## src/jise_ram.sv

```systemverilog
// jise_ram: generic single write port, single read port ram with registered read
// no dependencies
module jise_ram #(
    parameter int WIDTH = 32,
    parameter int DEPTH = 64
) (
    input  logic                     clk,
    input  logic                     we,
    input  logic [$clog2(DEPTH)-1:0] waddr,
    input  logic [WIDTH-1:0]         wdata,
    input  logic [$clog2(DEPTH)-1:0] raddr,
    output logic [WIDTH-1:0]         rdata
);
    logic [WIDTH-1:0] mem [DEPTH];

    always_ff @(posedge clk)
    begin
        if (we)
        begin
            mem[waddr] <= wdata;
        end
        rdata <= mem[raddr];
    end
endmodule

```

## config.mk

```make
export PLATFORM = sky130hd
export DESIGN_NAME = jise_ram
export DESIGN_NICKNAME = d
export VERILOG_FILES = /design/src/jise_ram.sv
export SDC_FILE = /design/constraint.sdc
export NUM_CORES = 2
export LEC_CHECK = 0
export BUFFER_PORTS_ARGS = -buffer_cell sky130_fd_sc_hd__buf_2
export CAP_MARGIN = 20
export CORE_UTILIZATION = 40
export CTS_BUF_LIST = sky130_fd_sc_hd__clkbuf_2 sky130_fd_sc_hd__clkbuf_4 sky130_fd_sc_hd__clkbuf_8
export DETAILED_ROUTE_END_ITERATION = 8
export SLEW_MARGIN = 5
export SYNTH_ARGS = -nofsm -noshare
export SYNTH_HDL_FRONTEND = slang
export SYNTH_SLANG_ARGS = --single-unit
```

## constraint.sdc

```tcl
create_clock -name clk -period 5.9 [get_ports clk]
set_clock_uncertainty 0.1 [all_clocks]
set_input_delay 0.59 -clock clk [delete_from_list [all_inputs] [get_ports clk]]
set_output_delay 0.59 -clock clk [all_outputs]
set_load 0.02 [all_outputs]
```

## Word level (Yosys, flattened, before mapping)

Memories as Yosys holds them, arrays and structs flattened. A register that Yosys moved wholly into a read port is not among the register bits.
Index checks and enable logic that the tools add are counted.

- Bits in registers: 0
- RAM bits: 2048
- Word-level logic and storage cells: 3
- Memories kept: 1
- Bits of input ports: 46
- Output and inout bits: 32

Memories:

| memory | depth | width | rd ports | clocked after Yosys merged registers in | wr ports | RTL line | text |
|---|---|---|---|---|---|---|---|
| mem | 64 | 32 | 1 | 1 | 1 | 14 | `logic [WIDTH-1:0] mem [DEPTH];` |

- Multiplexer cells: 2

Operators with widths:

| operator | count |
|---|---|
| 1-bit 2-to-1 mux | 2 |

## Depth between registers and ports, before layout

- Depth in word-level cells: 2
- Depth in mapped cells: 10
- Depth with buffers taken out: 5

## Least setup slack after synthesis

OpenSTA, ideal clock, no wires.

- Kind: input -> register
- Start point: in waddr[3]
- End point: mem mem[48][0] (enable)
- Setup slack: 2050 ps
- Data required time: 5339 ps
- Buffers on the path: 1
- Arrival: 3289 ps
- Cell stages on the path: 4
- Setup time: 461 ps
- Cell sequence: clkbuf_1 > nor2b_1 > nand4b_1 > nor3_1

RTL lines:

| item | RTL line | text |
|---|---|---|
| from (decl) | 9 | `input logic [$clog2(DEPTH)-1:0] waddr,` |
| to (decl) | 14 |  |

Straight into the memory's write port.

==> results.toml <==
[power]
switching_share_pct = 22.0
power.share.sequential_pct = 53.6
pwr-share-comb_pct = 5.2
clkPwrFrac_pct = 41.2
internal_power_mw = 23.9
total_power_mw = 30.7
power_density_nw_per_um2 = 340
peakVddDrop_v = 0.000253
leakage_nw = 28.1
power.switching_mw = 6.73

[layout]
final_cell_area_um2 = 90100
layout-drive-gt1-share_pct = 34.9
layout.nets = 3766
mostFrequentLayoutCells = "2048 x edfxtp_1, 544 x mux4_2, 372 x clkbuf_8"
final_common_cell = "edfxtp_1"
area_growth_pct = 14.7

[clock_tree]
numClockSinks = 2080
cts-root-buf = "clkbuf_8"
cts_tree = "yes"
cts_buffer_depth = 4
cts_setup_buffers = 0
clkSlewWorstSetupHoldPaths_ps = 60
htree_levels = 5
insertion_delay_ps = 1060
cts_buffers = 346

[timing]
rsz0062_at_grt = "no"
slew_violations = 0
hold_viol_final = 0
period_share_pct = 55.6
holdWs_ps = 61.1
setup_violations = 0
fin_setup_tns_ps = 0
setup_slack_ps = 2620
tightest_slew_ps = 1310
min_period_ps = 3280
slew_headroom_pct = 12.4
fmax_mhz = 305

[global_route]
grt_pass1_wl_um = 300000
grt_max_degree = 86
grt_pass1_vias = 38500
grt_overflow = 0
grtUsageTotal_pct = 21.8
antenna_found_initial = 17

[critical_path]
worstSetupStartpointType = "input pin"
cp.arrival_ps = 4030
end_kind = "flip-flop"
critPathMaxFanout = 85
cp.required_ps = 6650
critPathKind = "input pin to flip-flop"

[place]
place_hpwl_um = 118000
gp_congestion = 0.804
port-buffer-count = 77
place_area_um2 = 83200
post-place-ws_ps = 1650

[route]
drtIter0Drc = 4903
drcViolationCount = 0
vias = 38200
drt_wl_total_um = 216000
wire_per_inst_um = 32.6
postRouteAntennaNets = 0
drt_pass1_iterations = 5
viasPerCell = 5.78

[status]
status = "completed"

[synthesis]
ys_ff_latch = 2080
synthMuxAreaShare_pct = 16.8
syn_nets = 3370
syn_area_um2 = 78500
synth-adder-area-share_pct = 0
synth_xor_area_share_pct = 0
seq_area_frac_synth_pct = 79.1
synth_flop_cell = "edfxtp_1"
async_flop_share_pct = 0
syn_inst = 3324
avgSynthCellArea_um2 = 23.6
synth_edf_count = 2048
ys_warn_count = 0
synth.distinct_cells = 34
synth_compound_area_share_pct = 1.67
synthSimpleGateAreaFrac_pct = 1.27
synth_top_family_by_area = "multiplexers"

[floorplan]
die_area_um2 = 198000
coreArea_um2 = 195000
fp.dieW_um = 445
row_count = 162
start_util_pct = 40.3
ios = 78
fp.dieH_um = 445

[flow_run]
drv_cap = 0

[worst_hold_path]
hold_path_class = "input pin to flip-flop"
## power by group through the flow
stage | combinational (mW) | sequential [mW] | clock (mW)
after floorplan | 0.796 | 16.7 | 0
after global placement | 1.58 | 16.7 | 0
after detailed placement | 1.59 | 16.8 | 0
after CTS | 1.60 | 16.4 | 12.8
after global routing | 1.67 | 16.4 | 13.4
final | 1.59 | 16.4 | 12.6
## worst max-delay path, stage by stage
cell	delay [ps]
buf_8	540
buf_12	540
mux4_2	590
mux2i_1	310
nor2_1	70
a311oi_1	990
nor3_1	180
## repair_timing
action,CTS,global route
resized for setup,0,0
hold buffers,1,2
endpoints found under the hold margin,25,38
## Yosys cell counts, types with 2 or more instances
library cell	instances	area [µm²]
mux4_2	544	12300
or3b_1	2	17.5
edfxtp_1	2048	61500
buf_2	57	285
or3_1	3	18.8
buf_4	25	188
nor2_1	137	514
nand4_1	2	12.5
o221ai_1	27	236
or3b_2	3	26.3
nand3b_1	5	37.5
mux2i_1	93	931
and3_1	4	25.0
buf_1	21	78.8
nand2b_1	8	50.1
nor2b_1	15	93.8
nand2_1	26	97.6
nor3_1	7	35.0
a21oi_1	62	310
o32ai_1	4	35.0
a22oi_1	12	90.1
nand3_1	5	25.0
and2_1	2	12.5
dfxtp_1	32	641
o22ai_1	84	526
clkbuf_1	74	278
buf_6	5	56.3
a311oi_1	8	70.1
a41o_1	4	40.0
## cells by family after synthesis
family / Yosys count
AO/OA/AOI/OAI: 202
buffers and inverters: 182
flip-flops: 2080
multiplexers: 637
AND/OR/NAND/NOR: 223
## through the flow
step / utilization, % / instances
floorplan: - / 3324
global placement: 42.6 / 5986
detailed placement: 42.6 / 5990
CTS: 46.1 / 6595
global route: 46.2 / 6604
finish: 46.2 / 6612
## flip-flops by register name, summed over array words and instances, names as in the netlist
register,count
mem,2048
rdata,32
## routing by layer
| metal | share of wire [%] | GRT usage (%) |
|---|---|---|
| met2 | 48 | 34.7 |
| met5 | 0.028 | 0 |
| met3 | 8.6 | 4.84 |
| met4 | 2.9 | 6.91 |
| met1 | 40 | 30.0 |
## path summary, 6_finish.rpt
path               startpoint    endpoint  slack, ps  depth (start not counted)
setup / recovery     raddr[0]    rdata[8]       2620                          7
hold / removal       wdata[7]  mem[56][7]         60                          1
setup reg to reg   mem[23][8]    rdata[8]       3220                          5
hold reg to reg   mem[29][20]   rdata[20]        680                          4
## area by class of cell
cell class	count	area [µm²]
flip-flops and latches	2080	62100
fillers	16200	105000
diodes	12	30.0
repair buffers	230	1850
clock buffers	511	6160
multi-input cells	1062	16000
well taps	2624	3280
clock inverters	93	607
(Power assumes the default switching activity.)
