[config.mk]
export PLATFORM = sky130hd
export DESIGN_NAME = jise_div
export DESIGN_NICKNAME = d
export VERILOG_FILES = /design/src/jise_pkg.sv /design/src/jise_div.sv
export SDC_FILE = /design/constraint.sdc
export NUM_CORES = 1
export LEC_CHECK = 0
export ABC_CLOCK_PERIOD_IN_PS = 3450
export BUFFER_PORTS_ARGS = -buffer_cell sky130_fd_sc_hd__buf_2
export CORE_ASPECT_RATIO = 1.25
export CORE_MARGIN = 3
export CORE_UTILIZATION = 40
export CTS_CLUSTER_SIZE = 25
export DETAILED_ROUTE_END_ITERATION = 6
export PLACE_DENSITY = 0.7
export SYNTH_ARGS = -nofsm -noshare
export SYNTH_HDL_FRONTEND = slang
export SYNTH_SLANG_ARGS = --single-unit
[constraint.sdc]
create_clock -name clk -period 3.45 [get_ports clk]
set_input_delay 0.8625 -clock clk [delete_from_list [all_inputs] [get_ports clk]]
set_output_delay 0.8625 -clock clk [all_outputs]
set_load 0.01 [all_outputs]
[src/jise_pkg.sv]
// jise_pkg: shared constants, types, codes and the branch test for the stack engine
// no dependencies
package jise_pkg;

    localparam int STACK_DEPTH = 64;
    localparam int LOCAL_COUNT = 256;
    localparam int DATA_W      = 32;
    localparam int SP_W        = $clog2(STACK_DEPTH + 1);
    localparam int SA_W        = $clog2(STACK_DEPTH);
    localparam int LA_W        = $clog2(LOCAL_COUNT);

    typedef enum logic [3:0] {
        CMD_PUSH   = 4'd0,
        CMD_LOAD   = 4'd1,
        CMD_STORE  = 4'd2,
        CMD_ADD    = 4'd3,
        CMD_SUB    = 4'd4,
        CMD_MUL    = 4'd5,
        CMD_DIV    = 4'd6,
        CMD_DUP    = 4'd7,
        CMD_SWAP   = 4'd8,
        CMD_POP    = 4'd9,
        CMD_CMPBR  = 4'd10,
        CMD_ZEROBR = 4'd11,
        CMD_GOTO   = 4'd12
    } cmd_code_t;

    typedef enum logic [2:0] {
        COND_EQ = 3'd0,
        COND_NE = 3'd1,
        COND_LT = 3'd2,
        COND_GE = 3'd3,
        COND_GT = 3'd4,
        COND_LE = 3'd5
    } cond_code_t;

    typedef enum logic [1:0] {
        ERR_OK    = 2'd0,
        ERR_UNDER = 2'd1,
        ERR_OVER  = 2'd2,
        ERR_DIV0  = 2'd3
    } err_code_t;

    typedef enum logic [2:0] {
        S_IDLE,
        S_READ,
        S_READ2,
        S_DIV,
        S_DONE
    } state_t;

    typedef struct packed {
        logic [3:0]         command;
        logic signed [15:0] immediate;
        logic [7:0]         local_index;
        logic [2:0]         condition;
    } cmd_t;

    typedef struct packed {
        logic signed [31:0] top_value;
        logic [6:0]         stack_depth;
        logic               branch_taken;
        logic signed [15:0] branch_offset;
        logic [1:0]         error_code;
    } res_t;

    function automatic logic cond_test(input logic [DATA_W-1:0] a,
                                       input logic [DATA_W-1:0] b,
                                       input logic [2:0] cond);
        logic lt;
        logic eq;
        logic r;
        lt = $signed(a) < $signed(b);
        eq = a == b;
        case (cond)
            COND_EQ: r = eq;
            COND_NE: r = !eq;
            COND_LT: r = lt;
            COND_GE: r = !lt;
            COND_GT: r = !lt && !eq;
            COND_LE: r = lt || eq;
            default: r = 1'b0;
        endcase
        return r;
    endfunction

endpackage

[src/jise_div.sv]
// jise_div: unsigned restoring divider, one quotient bit per cycle
// depends on jise_pkg
module jise_div (
    input  logic                        clk,
    input  logic                        rst_n,
    input  logic                        start,
    input  logic [jise_pkg::DATA_W-1:0] dividend,
    input  logic [jise_pkg::DATA_W-1:0] divisor,
    output logic                        done,
    output logic [jise_pkg::DATA_W-1:0] quotient
);
    import jise_pkg::*;

    localparam int CNT_W = $clog2(DATA_W);

    logic [DATA_W-1:0] rem_reg, rem_next;
    logic [DATA_W-1:0] quo_reg, quo_next;
    logic [DATA_W-1:0] dvs_reg, dvs_next;
    logic [CNT_W-1:0]  cnt_reg, cnt_next;
    logic              busy_reg, busy_next;
    logic              done_reg, done_next;
    logic [DATA_W:0]   shifted;
    logic [DATA_W:0]   diff;

    assign shifted = {rem_reg, quo_reg[DATA_W-1]};
    assign diff    = shifted - {1'b0, dvs_reg};

    always_comb
    begin
        rem_next  = rem_reg;
        quo_next  = quo_reg;
        dvs_next  = dvs_reg;
        cnt_next  = cnt_reg;
        busy_next = busy_reg;
        done_next = 1'b0;
        if (start)
        begin
            rem_next  = '0;
            quo_next  = dividend;
            dvs_next  = divisor;
            cnt_next  = '0;
            busy_next = 1'b1;
        end
        else if (busy_reg)
        begin
            // trial subtract, keep it when no borrow
            if (!diff[DATA_W])
            begin
                rem_next = diff[DATA_W-1:0];
                quo_next = {quo_reg[DATA_W-2:0], 1'b1};
            end
            else
            begin
                rem_next = shifted[DATA_W-1:0];
                quo_next = {quo_reg[DATA_W-2:0], 1'b0};
            end
            cnt_next = cnt_reg + 1'b1;
            if (cnt_reg == CNT_W'(DATA_W - 1))
            begin
                busy_next = 1'b0;
                done_next = 1'b1;
            end
        end
    end

    always_ff @(posedge clk or negedge rst_n)
    begin
        if (!rst_n)
        begin
            busy_reg <= 1'b0;
            done_reg <= 1'b0;
            cnt_reg  <= '0;
        end
        else
        begin
            busy_reg <= busy_next;
            done_reg <= done_next;
            cnt_reg  <= cnt_next;
        end
    end

    always_ff @(posedge clk)
    begin
        rem_reg <= rem_next;
        quo_reg <= quo_next;
        dvs_reg <= dvs_next;
    end

    assign done     = done_reg;
    assign quotient = quo_reg;
endmodule

# ---- Yosys cells after proc, flatten, opt, wreduce, memory -nomap -nowiden
# Index checks and enable logic that the tools add are counted.
dict set report word_totals {
  regBits 103
  in_bits 67
  out_inout_bits 33
  word_cells 22
}
dict set report classes {
  n_addsub 2
  n_eq_ne 1
  mux 12
  reduce_logical 1
}
# op count
set ops {}
lappend ops {{$mux W32} 3}
lappend ops {{$sub A33 B32 Y33} 1}
lappend ops {{$mux W5} 2}
lappend ops {{$mux W1} 7}
lappend ops {{$add A5 B1 Y5 const B} 1}
lappend ops {{$eq A5 B5 Y1 const B} 1}
lappend ops {{$reduce_bool A2 Y1} 1}

# ---- Logic depth before layout (Yosys ltp)
# Gate-level depths: netlist of run 1.
dict set report depth {
  ltp_word 4
  ltp_mapped 14
  mapped_depth_nobuf 12
}

# ---- Worst setup path after synthesis of run 1
# No wires, ideal clock.
dict set report synth_timing {
  kind {reg2reg}
  startpoint {reg quo_reg[31], in the netlist quotient[31]}
  endpoint {reg rem_reg[0]}
  setup_time_ns 0.079
  arrival_time_ns 2.910
  required_time_ns 3.371
  setup_slack_ns 0.461
  stages_incl_launch_ff 13
  path_buffers 0
  period_less_slack_ns 2.989
  path_cell_list {edfxtp_1 -> inv_1 -> ha_1 -> fa_1 -> nand2b_1 -> a21oi_2 -> o21ai_2 -> or4_4 -> and3_4 -> o21ai_4 -> nand2_4 -> mux2_4 -> a211oi_2}
}
dict set report synth_via {
  elab_chain_len 2
}
# element line_no
set synth_rtl {}
lappend synth_rtl {{from (decl)} jise_div.sv:17} ;# logic [DATA_W-1:0] quo_reg, quo_next;
lappend synth_rtl {{from (signal assigned)} jise_div.sv:85} ;# quo_reg <= quo_next;
lappend synth_rtl {{$sub A33 B32 Y33} jise_div.sv:26} ;# assign diff = shifted - {1'b0, dvs_reg};
lappend synth_rtl {{$mux W32 *} jise_div.sv:47} ;# if (!diff[DATA_W])
lappend synth_rtl {{to (signal assigned)} jise_div.sv:84} ;# rem_reg <= rem_next;
lappend synth_rtl {{to (decl)} jise_div.sv:16} ;# logic [DATA_W-1:0] rem_reg, rem_next;
# Mark *: on every way between the ends. The rest lies on a longest branch, timed or not.
# A chain may end at the register's enable or synchronous reset.

# ---- Worst setup path after layout of run 1
# Same ends and word-level chain as after synthesis.

==> metrics.txt, run 1 <==
First-pass DRT Iterations 6; dpl hpwl 9640 um; synthesized area 5980 sq um; sum of buffers and inverters on the critical path 1; P&R area growth vs syn 16.1%; Power Density 399 nW/um^2; crit-path max FO 16; Die Span X 115 um; FILL cells 1303; YS warnings 0; Seq. cell area 2740 sq um; total number of vias 4723; CP Capture Type register; CTS HTree Levels 3; final core occ 47.8%; Clock Skews 0.00717 ns; type of the worst setup path register to register; Inserted Clock Buffers 9; VDD IR-drop max 0.000225 V; share of the synthesized area in the top cell type 32.1%; antenna-violating nets left 0; post-synthesis cell type count 59; Mapped Nets 708; Crit path required time 3.72 ns; Final #Nets 798; synthesized area per cell 9.87 sq um; total setup buffers inserted after CTS 0; Post-Place Cells 863; area of the core 14500 sq um; largest net degree at the start of global routing 78; CTS Sinks 103; row count 49; Fmax 309 MHz; setup violators final 0; Synth area leaders edfxtp_1, dfxtp_1, ha_1; CTS root buf clkbuf_16; starting density of the core 41.2%; CP startpoint kind register; Synth area leader edfxtp_1; DR WL/cell 14.9 um; Layout Cells excl Fill 879; 1st-iter DRT viols 255; FF+latch count, synth 103; post-route setup TNS 0 ns; period utilization 93.9%; Inserted Diodes 0; CTS Buffer Depth 2; area of the multi-input gates 2960 sq um; most numerous cell in the Yosys netlist nand2_1; worst reg2reg startpoint quotient[31]$_DFFE_PP_; number of port buffers 99; worst path cell trace inv_1 -> ha_1 -> fa_1 -> nand2b_1 -> a21oi_2 -> o21ai_2 -> or4_4 -> and3_4 -> o21ai_4 -> nand2_8 -> mux2_4 -> a211oi_2; # IOs 100; Slowest-stage cell, CP or4_4; global-route wire length before repair 22400 um; HP Class input port to asynchronous set/reset pin; final hold slack 0.332 ns; CTS tree yes; prevailing post-synth register cell edfxtp_1; Least-Margin Pin Slew 0.685 ns; final wirelength 13100 um; relative slew slack 54.4%; worst reg2reg setup slack 0.21 ns; Die ar. 16500 sq um; Syn Inst Count 606; Async SR Flop Fraction 6.80%; run status finished, final reports clean; Clock transition at path regs 0.07 ns; initial antenna violation count 0; post-layout min period 3.24 ns; total track usage 16.6%; EDFF count, synth 64; Routability Congestion 0.966; Max Cap Viol 0; Via density 5.37; critical path depth 12; list of most frequent post-synthesis cells nand2_1, edfxtp_1, nor2_1, inv_1, a21oi_1; DRC errors left 0; Critical Path Start quotient[31]$_DFFE_PP_; r2r worst-path depth 12; FF-to-FF End rem_reg[0]$_SDFFE_PP0P_; clk_lat worst skew 0.35 ns; CP peak stage delay 0.50 ns; Final Max Tran Viols 0; vias in the first global route 4741; sequential element share of the synthesized area 45.8%; RSZ-0062 raised after global routing false; data arrival time of the worst path 3.51 ns; CP top delay family simple AND/OR/NAND/NOR gates; GRT overflow 0; Final Hold Fails 0; Die Ht 143 um; fraction of layout cells with a size suffix above 1 24.7%; P_leak 2.98 nW
## kinds of logic (layout without fill, tap and decap cells)
kind of cell / count (synthesis) / in the layout / synth area share, %
multiplexers: 34 / 34 / 6.42
buffers and inverters: 72 / 167 / 4.87
adder cells (fa/ha/maj): 35 / 35 / 7.44
AND/OR/NAND/NOR: 188 / 188 / 14.2
AO/OA/AOI/OAI: 145 / 145 / 17.1
flip-flops: 103 / 103 / 45.8
XOR/XNOR: 29 / 29 / 4.25
## cell type report
class,count,area share [%]
Timing Repair Buffer,106,8.16
Clock inverter,7,0.900
Tap cell,178,3.21
Clock buffer,9,3.24
Multi-Input combinational cell,431,42.6
Sequential cell,103,39.4
Inverter,45,2.43
## power breakdown
part	switching, mW	internal [mW]
combinational	0.193	0.164
clock	0.483	0.505
sequential	0.0342	1.39
total	0.710	2.06
## metrics by stage
step	cell area [sq um]	worst slack [ns]	total power, mW
global placement	6650	0.323	1.80
floorplan	5980	0.461	1.68
CTS	6940	0.164	2.80
detailed placement	6650	0.186	1.81
global route	6950	0.0218	2.89
finish	6950	0.211	2.77
## timing repair
| action | in CTS | in global routing |
|---|---|---|
| hold endpoints to repair | 0 | 0 |
| hold buffers | 0 | 0 |
| setup endpoints to repair | 0 | 4 |
| gates resized for setup | 0 | 2 |
## placed cells by master (no fill, tap or decap), types with 26 or more instances in the layout
cell type and count:
a21oi_1 40, a311oi_1 26, buf_2 98, dfxtp_1 32, edfxtp_1 64, ha_1 34
inv_1 45, mux2_2 31, nand2_1 73, nor2_1 58
## worst max path at each step
stage / to / slack [ns]
final: rem_reg[0]$_SDFFE_PP0P_ / 0.21
after global placement: rem_reg[0]$_SDFFE_PP0P_ / 0.32
after floorplan: rem_reg[0]$_SDFFE_PP0P_ / 0.46
after CTS: rem_reg[29]$_SDFFE_PP0P_ / 0.16
after global routing: rem_reg[0]$_SDFFE_PP0P_ / 0.02
after detailed placement: rem_reg[29]$_SDFFE_PP0P_ / 0.19
## routing by layer
metal / wire length, um / global-route usage (%) / vias to the layer above
met4: 193 / 5.19 / 0
met1: 5730 / 21.3 / 2180
met2: 6350 / 27.8 / 146
li1: - / - / 2379
met3: 827 / 3.65 / 18
met5: 0 / 0 / -
(Power assumes the default switching activity.)
==> run 2: changes to the inputs <==
--- a/config.mk
+++ b/config.mk
@@ -5,7 +5,7 @@
 export SDC_FILE = /design/constraint.sdc
 export NUM_CORES = 1
 export LEC_CHECK = 0
-export ABC_CLOCK_PERIOD_IN_PS = 3450
+export ABC_CLOCK_PERIOD_IN_PS = 3800
 export BUFFER_PORTS_ARGS = -buffer_cell sky130_fd_sc_hd__buf_2
 export CORE_ASPECT_RATIO = 1.25
 export CORE_MARGIN = 3
==> constraint.sdc (replaced) <==
create_clock -name clk -period 3.8 [get_ports clk]
set_input_delay 0.95 -clock clk [delete_from_list [all_inputs] [get_ports clk]]
set_output_delay 0.95 -clock clk [all_outputs]
set_load 0.01 [all_outputs]
==> metrics.txt, run 2 (synthesis gave the netlist of run 1 again) <==
run status finished, final reports clean; antenna-violating nets left 0 (unchanged); Post-Place Cells 861 (-0.23%); starting density of the core 41.2% (unchanged); total number of vias 4758 (+0.74%); 1st-iter DRT viols 291 (+14%); area of the core 14500 sq um (unchanged); CP top delay family simple AND/OR/NAND/NOR gates; FILL cells 1332 (+2.2%); largest net degree at the start of global routing 79 (+1.3%); CP peak stage delay 0.52 ns (+0.02 ns); relative slew slack 53.8% (-0.52 points); setup violators final 0 (unchanged); Inserted Diodes 0 (unchanged); period utilization 87.7% (-6.2 points); Die Ht 143 um (unchanged); Slowest-stage cell, CP or4_4; dpl hpwl 9530 um (-1.1%); worst path cell trace inv_1 -> ha_1 -> fa_1 -> nand2b_1 -> a21oi_2 -> o21ai_2 -> or4_4 -> and3_4 -> o21ai_4 -> nand2_4 -> mux2_4 -> a211oi_2; Die Span X 115 um (unchanged); sum of buffers and inverters on the critical path 1 (unchanged); CTS Sinks 103 (unchanged); total track usage 16.7% (+0.12 points); CTS Buffer Depth 2 (unchanged); data arrival time of the worst path 3.60 ns (+0.09 ns); RSZ-0062 raised after global routing false; leading cell type in the layout, fill and taps excluded buf_2; Final #Nets 796 (-0.25%); most frequent cells in the layout buf_2, nand2_1, edfxtp_1, nor2_1, inv_1; DR WL/cell 15.0 um (+0.70%); CTS tree yes; Final Hold Fails 0 (unchanged); global-route wire length before repair 22800 um (+1.5%); clk_lat worst skew 0.34 ns (about the same); CP Capture Type register; type of the worst setup path register to register; Clock Skews 0.00721 ns (+0.0000340 ns); post-route setup TNS 0 ns (unchanged); Max Cap Viol 0 (unchanged); crit-path max FO 28 (+12); number of port buffers 99 (unchanged); Die ar. 16500 sq um (unchanged); Power Density 377 nW/um^2 (-5.4%); First-pass DRT Iterations 5 (-1); final wirelength 13200 um (+0.47%); Inserted Clock Buffers 9 (unchanged); Fmax 300 MHz (-2.8%); critical path depth 12 (unchanged); Crit path required time 4.07 ns (+0.35 ns); Layout Cells excl Fill 877 (-0.23%); row count 49 (unchanged); CP startpoint kind register; CTS HTree Levels 3 (unchanged); Final Max Tran Viols 0 (unchanged); post-layout min period 3.33 ns (+0.0938 ns); P&R area growth vs syn 16.4%; worst reg2reg startpoint quotient[31]$_DFFE_PP_; fraction of layout cells with a size suffix above 1 24.5% (-0.22 points); FF-to-FF End rem_reg[0]$_SDFFE_PP0P_; hold buffers post-CTS 0 (unchanged); HP Class input port to asynchronous set/reset pin; Seq. cell area 2740 sq um (unchanged); Via density 5.43 (+0.97%); initial antenna violation count 0 (unchanged); # IOs 100 (unchanged); Routability Congestion 0.935 (-3.2%); DRC errors left 0 (unchanged); CTS root buf clkbuf_16; area of the multi-input gates 2950 sq um (-0.30%); worst reg2reg setup slack 0.47 ns (+0.26 ns); r2r worst-path depth 12 (unchanged); Setup crit end rem_reg[0]$_SDFFE_PP0P_; P_leak 2.99 nW (+0.18%); VDD IR-drop max 0.000241 V (+6.9%); total setup buffers inserted after CTS 0 (unchanged); post-CTS resize count 0 (unchanged); vias in the first global route 4983 (+5.1%); Critical Path Start quotient[31]$_DFFE_PP_; Least-Margin Pin Slew 0.692 ns (+0.00775 ns); GRT overflow 0 (unchanged); Clock transition at path regs 0.07 ns (about the same)
==> run 2: layout make-up <==
cell class                      instances  area share (%)
Tap cell                              178            3.20
Clock inverter                          7            1.51
Multi-Input combinational cell        431            42.4
Inverter                               45            2.43
Timing Repair Buffer                  104            7.87
Sequential cell                       103            39.3
Clock buffer                            9            3.23
==> run 2: how the worst min path moves through the flow <==
stage               cells after the start                       end  slack [ns]                     start
detailed placement                      2   rem_reg[1]$_SDFFE_PP0P_        0.48   rem_reg[1]$_SDFFE_PP0P_
floorplan                               2  rem_reg[17]$_SDFFE_PP0P_        0.46  rem_reg[17]$_SDFFE_PP0P_
global placement                        2  rem_reg[17]$_SDFFE_PP0P_        0.48  rem_reg[17]$_SDFFE_PP0P_
global route                            1        busy_reg$_DFF_PN0_        0.43                     rst_n
finish                                  1        busy_reg$_DFF_PN0_        0.42                     rst_n
CTS                                     1        busy_reg$_DFF_PN0_        0.42                     rst_n
==> run 2: report_power, final <==
group | internal (mW) | total, mW | switching, mW
clock network | 0.586 | 1.01 | 0.421
logic | 0.149 | 0.325 | 0.176
registers | 1.26 | 1.29 | 0.0309
total | 2.00 | 2.63 | 0.629
==> run 2: metrics by stage <==
step           worst slack [ns]  util (%)  area, sq um  power (mW)  hold WS (ns)
2_1_floorplan             0.811         -         5980        1.52         0.464
3_3_place_gp              0.570      45.6         6630        1.64         0.480
3_5_place_dp              0.478      45.6         6630        1.64         0.484
4_1_cts                   0.445      47.9         6960        2.67         0.415
5_1_grt                   0.276      47.9         6960        2.75         0.426
6_report                  0.468      47.9         6960        2.63         0.423
==> run 2: routing by layer <==
metal  global-route usage (%)  routed length [um]  vias up
li1                         -                   -     2373
met3                     4.49                 840       26
met4                     5.25                 253        0
met1                     20.4                5680     2214
met5                        0                   0        -
met2                     28.7                6390      145
==> run 3: changes to the inputs <==
--- a/config.mk
+++ b/config.mk
@@ -5,6 +5,7 @@
 export SDC_FILE = /design/constraint.sdc
 export NUM_CORES = 1
 export LEC_CHECK = 0
+export ABC_AREA = 1
 export ABC_CLOCK_PERIOD_IN_PS = 3800
 export BUFFER_PORTS_ARGS = -buffer_cell sky130_fd_sc_hd__buf_2
 export CORE_ASPECT_RATIO = 1.25
@@ -12,7 +13,7 @@
 export CORE_UTILIZATION = 40
 export CTS_CLUSTER_SIZE = 25
 export DETAILED_ROUTE_END_ITERATION = 6
-export PLACE_DENSITY = 0.7
+export PLACE_DENSITY = 0.69
 export SYNTH_ARGS = -nofsm -noshare
 export SYNTH_HDL_FRONTEND = slang
 export SYNTH_SLANG_ARGS = --single-unit
==> metrics.txt, run 3 <==
RSZ-0062 raised after global routing false; HP Class input port to asynchronous set/reset pin; synthesized area per cell 6.66 sq um (-33%); Clk pwr share 34.2% (-4.2 points); data arrival time of the worst path 2.96 ns (-0.64 ns); starting density of the core 41.5% (+0.29 points); Post-Place Setup Slack 0.889 ns (+0.411 ns); total setup buffers inserted after CTS 0 (unchanged); DR WL/cell 12.6 um (-16%); type of the worst setup path register to register; Via density 4.59 (-15%); Final Hold Fails 0 (unchanged); total track usage 19.0% (+2.3 points); DRC errors left 0 (unchanged); CTS tree yes; period utilization 75.8% (-12 points); antenna-violating nets left 0 (unchanged); Layout Cells excl Fill 1343 (+53%); FILL cells 1714 (+29%); Routability Congestion 1.00 (+7.4%); dpl hpwl 13200 um (+38%); fraction of layout cells with a size suffix above 1 11.6% (-13 points); EDFF count, synth 64 (unchanged); most numerous cell in the Yosys netlist nand2_1; run status finished, final reports clean; Clock Skews 0.0135 ns (+0.00633 ns); hold buffers post-CTS 0 (unchanged); final hold slack 0.417 ns (-0.00592 ns); CTS root buf clkbuf_16; CTS Sinks 103 (unchanged); total number of vias 6165 (+30%); Logic pwr share 14.7% (+2.3 points); number of port buffers 99 (unchanged); CP startpoint kind register; YS warnings 0 (unchanged); CP peak stage delay 0.54 ns (+0.02 ns); P&R area growth vs syn 14.5%; initial antenna violation count 0 (unchanged); post-layout min period 2.88 ns (-0.453 ns); most frequent cells in the layout nand2_1, inv_1, buf_2, edfxtp_1, nand3_1; Final Max Tran Viols 0 (unchanged); vias in the first global route 6109 (+23%); CTS Buffer Depth 2 (unchanged); CP Capture Type register; Sw Pwr 685 uW (+9.0%); Least-Margin Pin Slew 0.923 ns (+0.231 ns); share of the synthesized area in the top cell type 28.2% (-4.0 points); 1st-iter DRT viols 414 (+42%); global-route wire length before repair 28400 um (+25%); share of power burned in registers 51.1% (+1.8 points); Slowest-stage cell, CP nand2_2; post-synthesis cell type count 33 (-44%); leading cell type in the layout, fill and taps excluded nand2_1; Cell Int Power 1.85 mW (-7.4%); largest net degree at the start of global routing 41 (-48%); Tot Pwr 2.54 mW (-3.5%); crit-path max FO 33 (+18%); Fmax 347 MHz (+16%); Die Ht 152 um (+6.5%); synthesized area 6830 sq um (+14%); post-route setup TNS 0 ns (unchanged); Mapped Nets 1127 (+59%); GRT overflow 0 (unchanged); post-CTS resize count 0 (unchanged); setup violators final 0 (unchanged); FF+latch count, synth 103 (unchanged); Synth area leaders edfxtp_1, nand2_1, inv_1; Die ar. 18700 sq um (+13%); Synth area leader edfxtp_1; Post-Place Cells 1327 (+54%); Async SR Flop Fraction 6.80% (unchanged); prevailing post-synth register cell edfxtp_1; Inserted Diodes 0 (unchanged); # IOs 100 (unchanged); placed cell area 7540 sq um (+14%); P_leak 4.42 nW (+48%); Finished Cell Area 7810 sq um (+12%); area of the core 16500 sq um (+13%); Most Frequent Cell on Critical Path nand2_1; Power Density 325 nW/um^2 (-14%); Crit path required time 3.88 ns (-0.19 ns); Clock transition at path regs 0.07 ns (about the same); Die Span X 123 um (+6.5%); VDD IR-drop max 0.000311 V (+29%); row count 52 (+6.1%); Inserted Clock Buffers 9 (unchanged); r2r worst-path depth 15 (+3); Syn Inst Count 1025 (+69%); Max Cap Viol 0 (unchanged); final core occ 47.5% (-0.45 points); Final #Nets 1224 (+54%); list of most frequent post-synthesis cells nand2_1, inv_1, edfxtp_1, nand3_1, nor2_1; final wirelength 16900 um (+28%); worst path cell trace inv_1 -> ha_1 -> fa_1 -> inv_1 -> nand2_1 -> nand2_1 -> nand3_1 -> nand2_1 -> nand2_1 -> nand2_1 -> nand2_2 -> nand2_2 -> nand2_1 -> nand2_2 -> o21ai_0; relative slew slack 38.4% (-15 points); sequential element share of the synthesized area 40.1% (-5.7 points); clk_lat worst skew 0.35 ns (about the same); switching part of the total 27.0% (+3.1 points); CTS HTree Levels 3 (unchanged); First-pass DRT Iterations 5 (unchanged); Final WS setup 0.920 ns (+0.453 ns)
[run 3: cell count changes after synthesis, sizes merged, moves of 8 or more]
cell / delta
nand2: +398
inv: +167
nand3: +43
mux2: -32
a311oi: -26
a21oi: -22
o21ai: -14
nand2b: -10
nor2: -10
a21o: -9
o211ai: -9
xor2: -8
[run 3: power by group through the flow]
stage	Clock, mW	Sequential (mW)	Combinational [mW]
2_1_floorplan	0	1.33	0.224
3_3_place_gp	0	1.32	0.371
3_5_place_dp	0	1.32	0.376
4_1_cts	0.902	1.30	0.377
5_1_grt	0.946	1.30	0.428
6_report	0.868	1.30	0.372
[run 3: path summary, 6_finish.rpt]
check,start,to,slack (ns)
worst max-delay path,quotient[31]$_DFFE_PP_,quotient[0]$_DFFE_PP_,0.92
worst min-delay path,rst_n,busy_reg$_DFF_PN0_,0.42
worst max register to register,quotient[31]$_DFFE_PP_,quotient[0]$_DFFE_PP_,0.92
worst min register to register,rem_reg[18]$_SDFFE_PP0P_,rem_reg[18]$_SDFFE_PP0P_,0.47
max in group asynchronous,rst_n,cnt_reg[2]$_DFFE_PN0P_,3.23
min in group clk,rem_reg[18]$_SDFFE_PP0P_,rem_reg[18]$_SDFFE_PP0P_,0.47
[run 3: cell type report]
type                       instances  area (sq um)  share of cell area (%)
inverter                         212           796                    10.2
timing repair buffer             104           533                    6.82
clock buffer                      10           229                    2.93
clock inverter                     6          43.8                   0.560
multi-input combinational        692          3200                    41.0
tap                              216           270                    3.46
sequential                       103          2740                    35.0
[run 3: routing by layer]
metal  global-route usage, %  up-vias  routed length (um)
li1                        -     3287                   -
met1                    22.7     2693                7080
met2                    32.9      159                8330
met3                    4.31       26                 985
met4                    7.20        0                 486
met5                       0        -                   0
[run 3: cell families (layout without fill, tap and decap cells)]
kind of cell | Yosys count | in the layout | synth area share [%]
fa+ha+maj | 35 | 35 | 6.52
xor+xnor | 15 | 15 | 1.92
buf+inv | 230 | 332 | 13.0
flops | 103 | 103 | 40.1
compound gates | 33 | 33 | 2.60
simple gates | 609 | 609 | 35.8
[run 3: critical path, delay by kind of cell (launching register included)]
family / cells / cell delay (ns)
flip-flops: 1 / 0.34
AO/OA/AOI/OAI: 1 / 0.15
adder cells (fa/ha/maj): 2 / 0.63
AND/OR/NAND/NOR: 10 / 1.34
buffers and inverters: 2 / 0.15
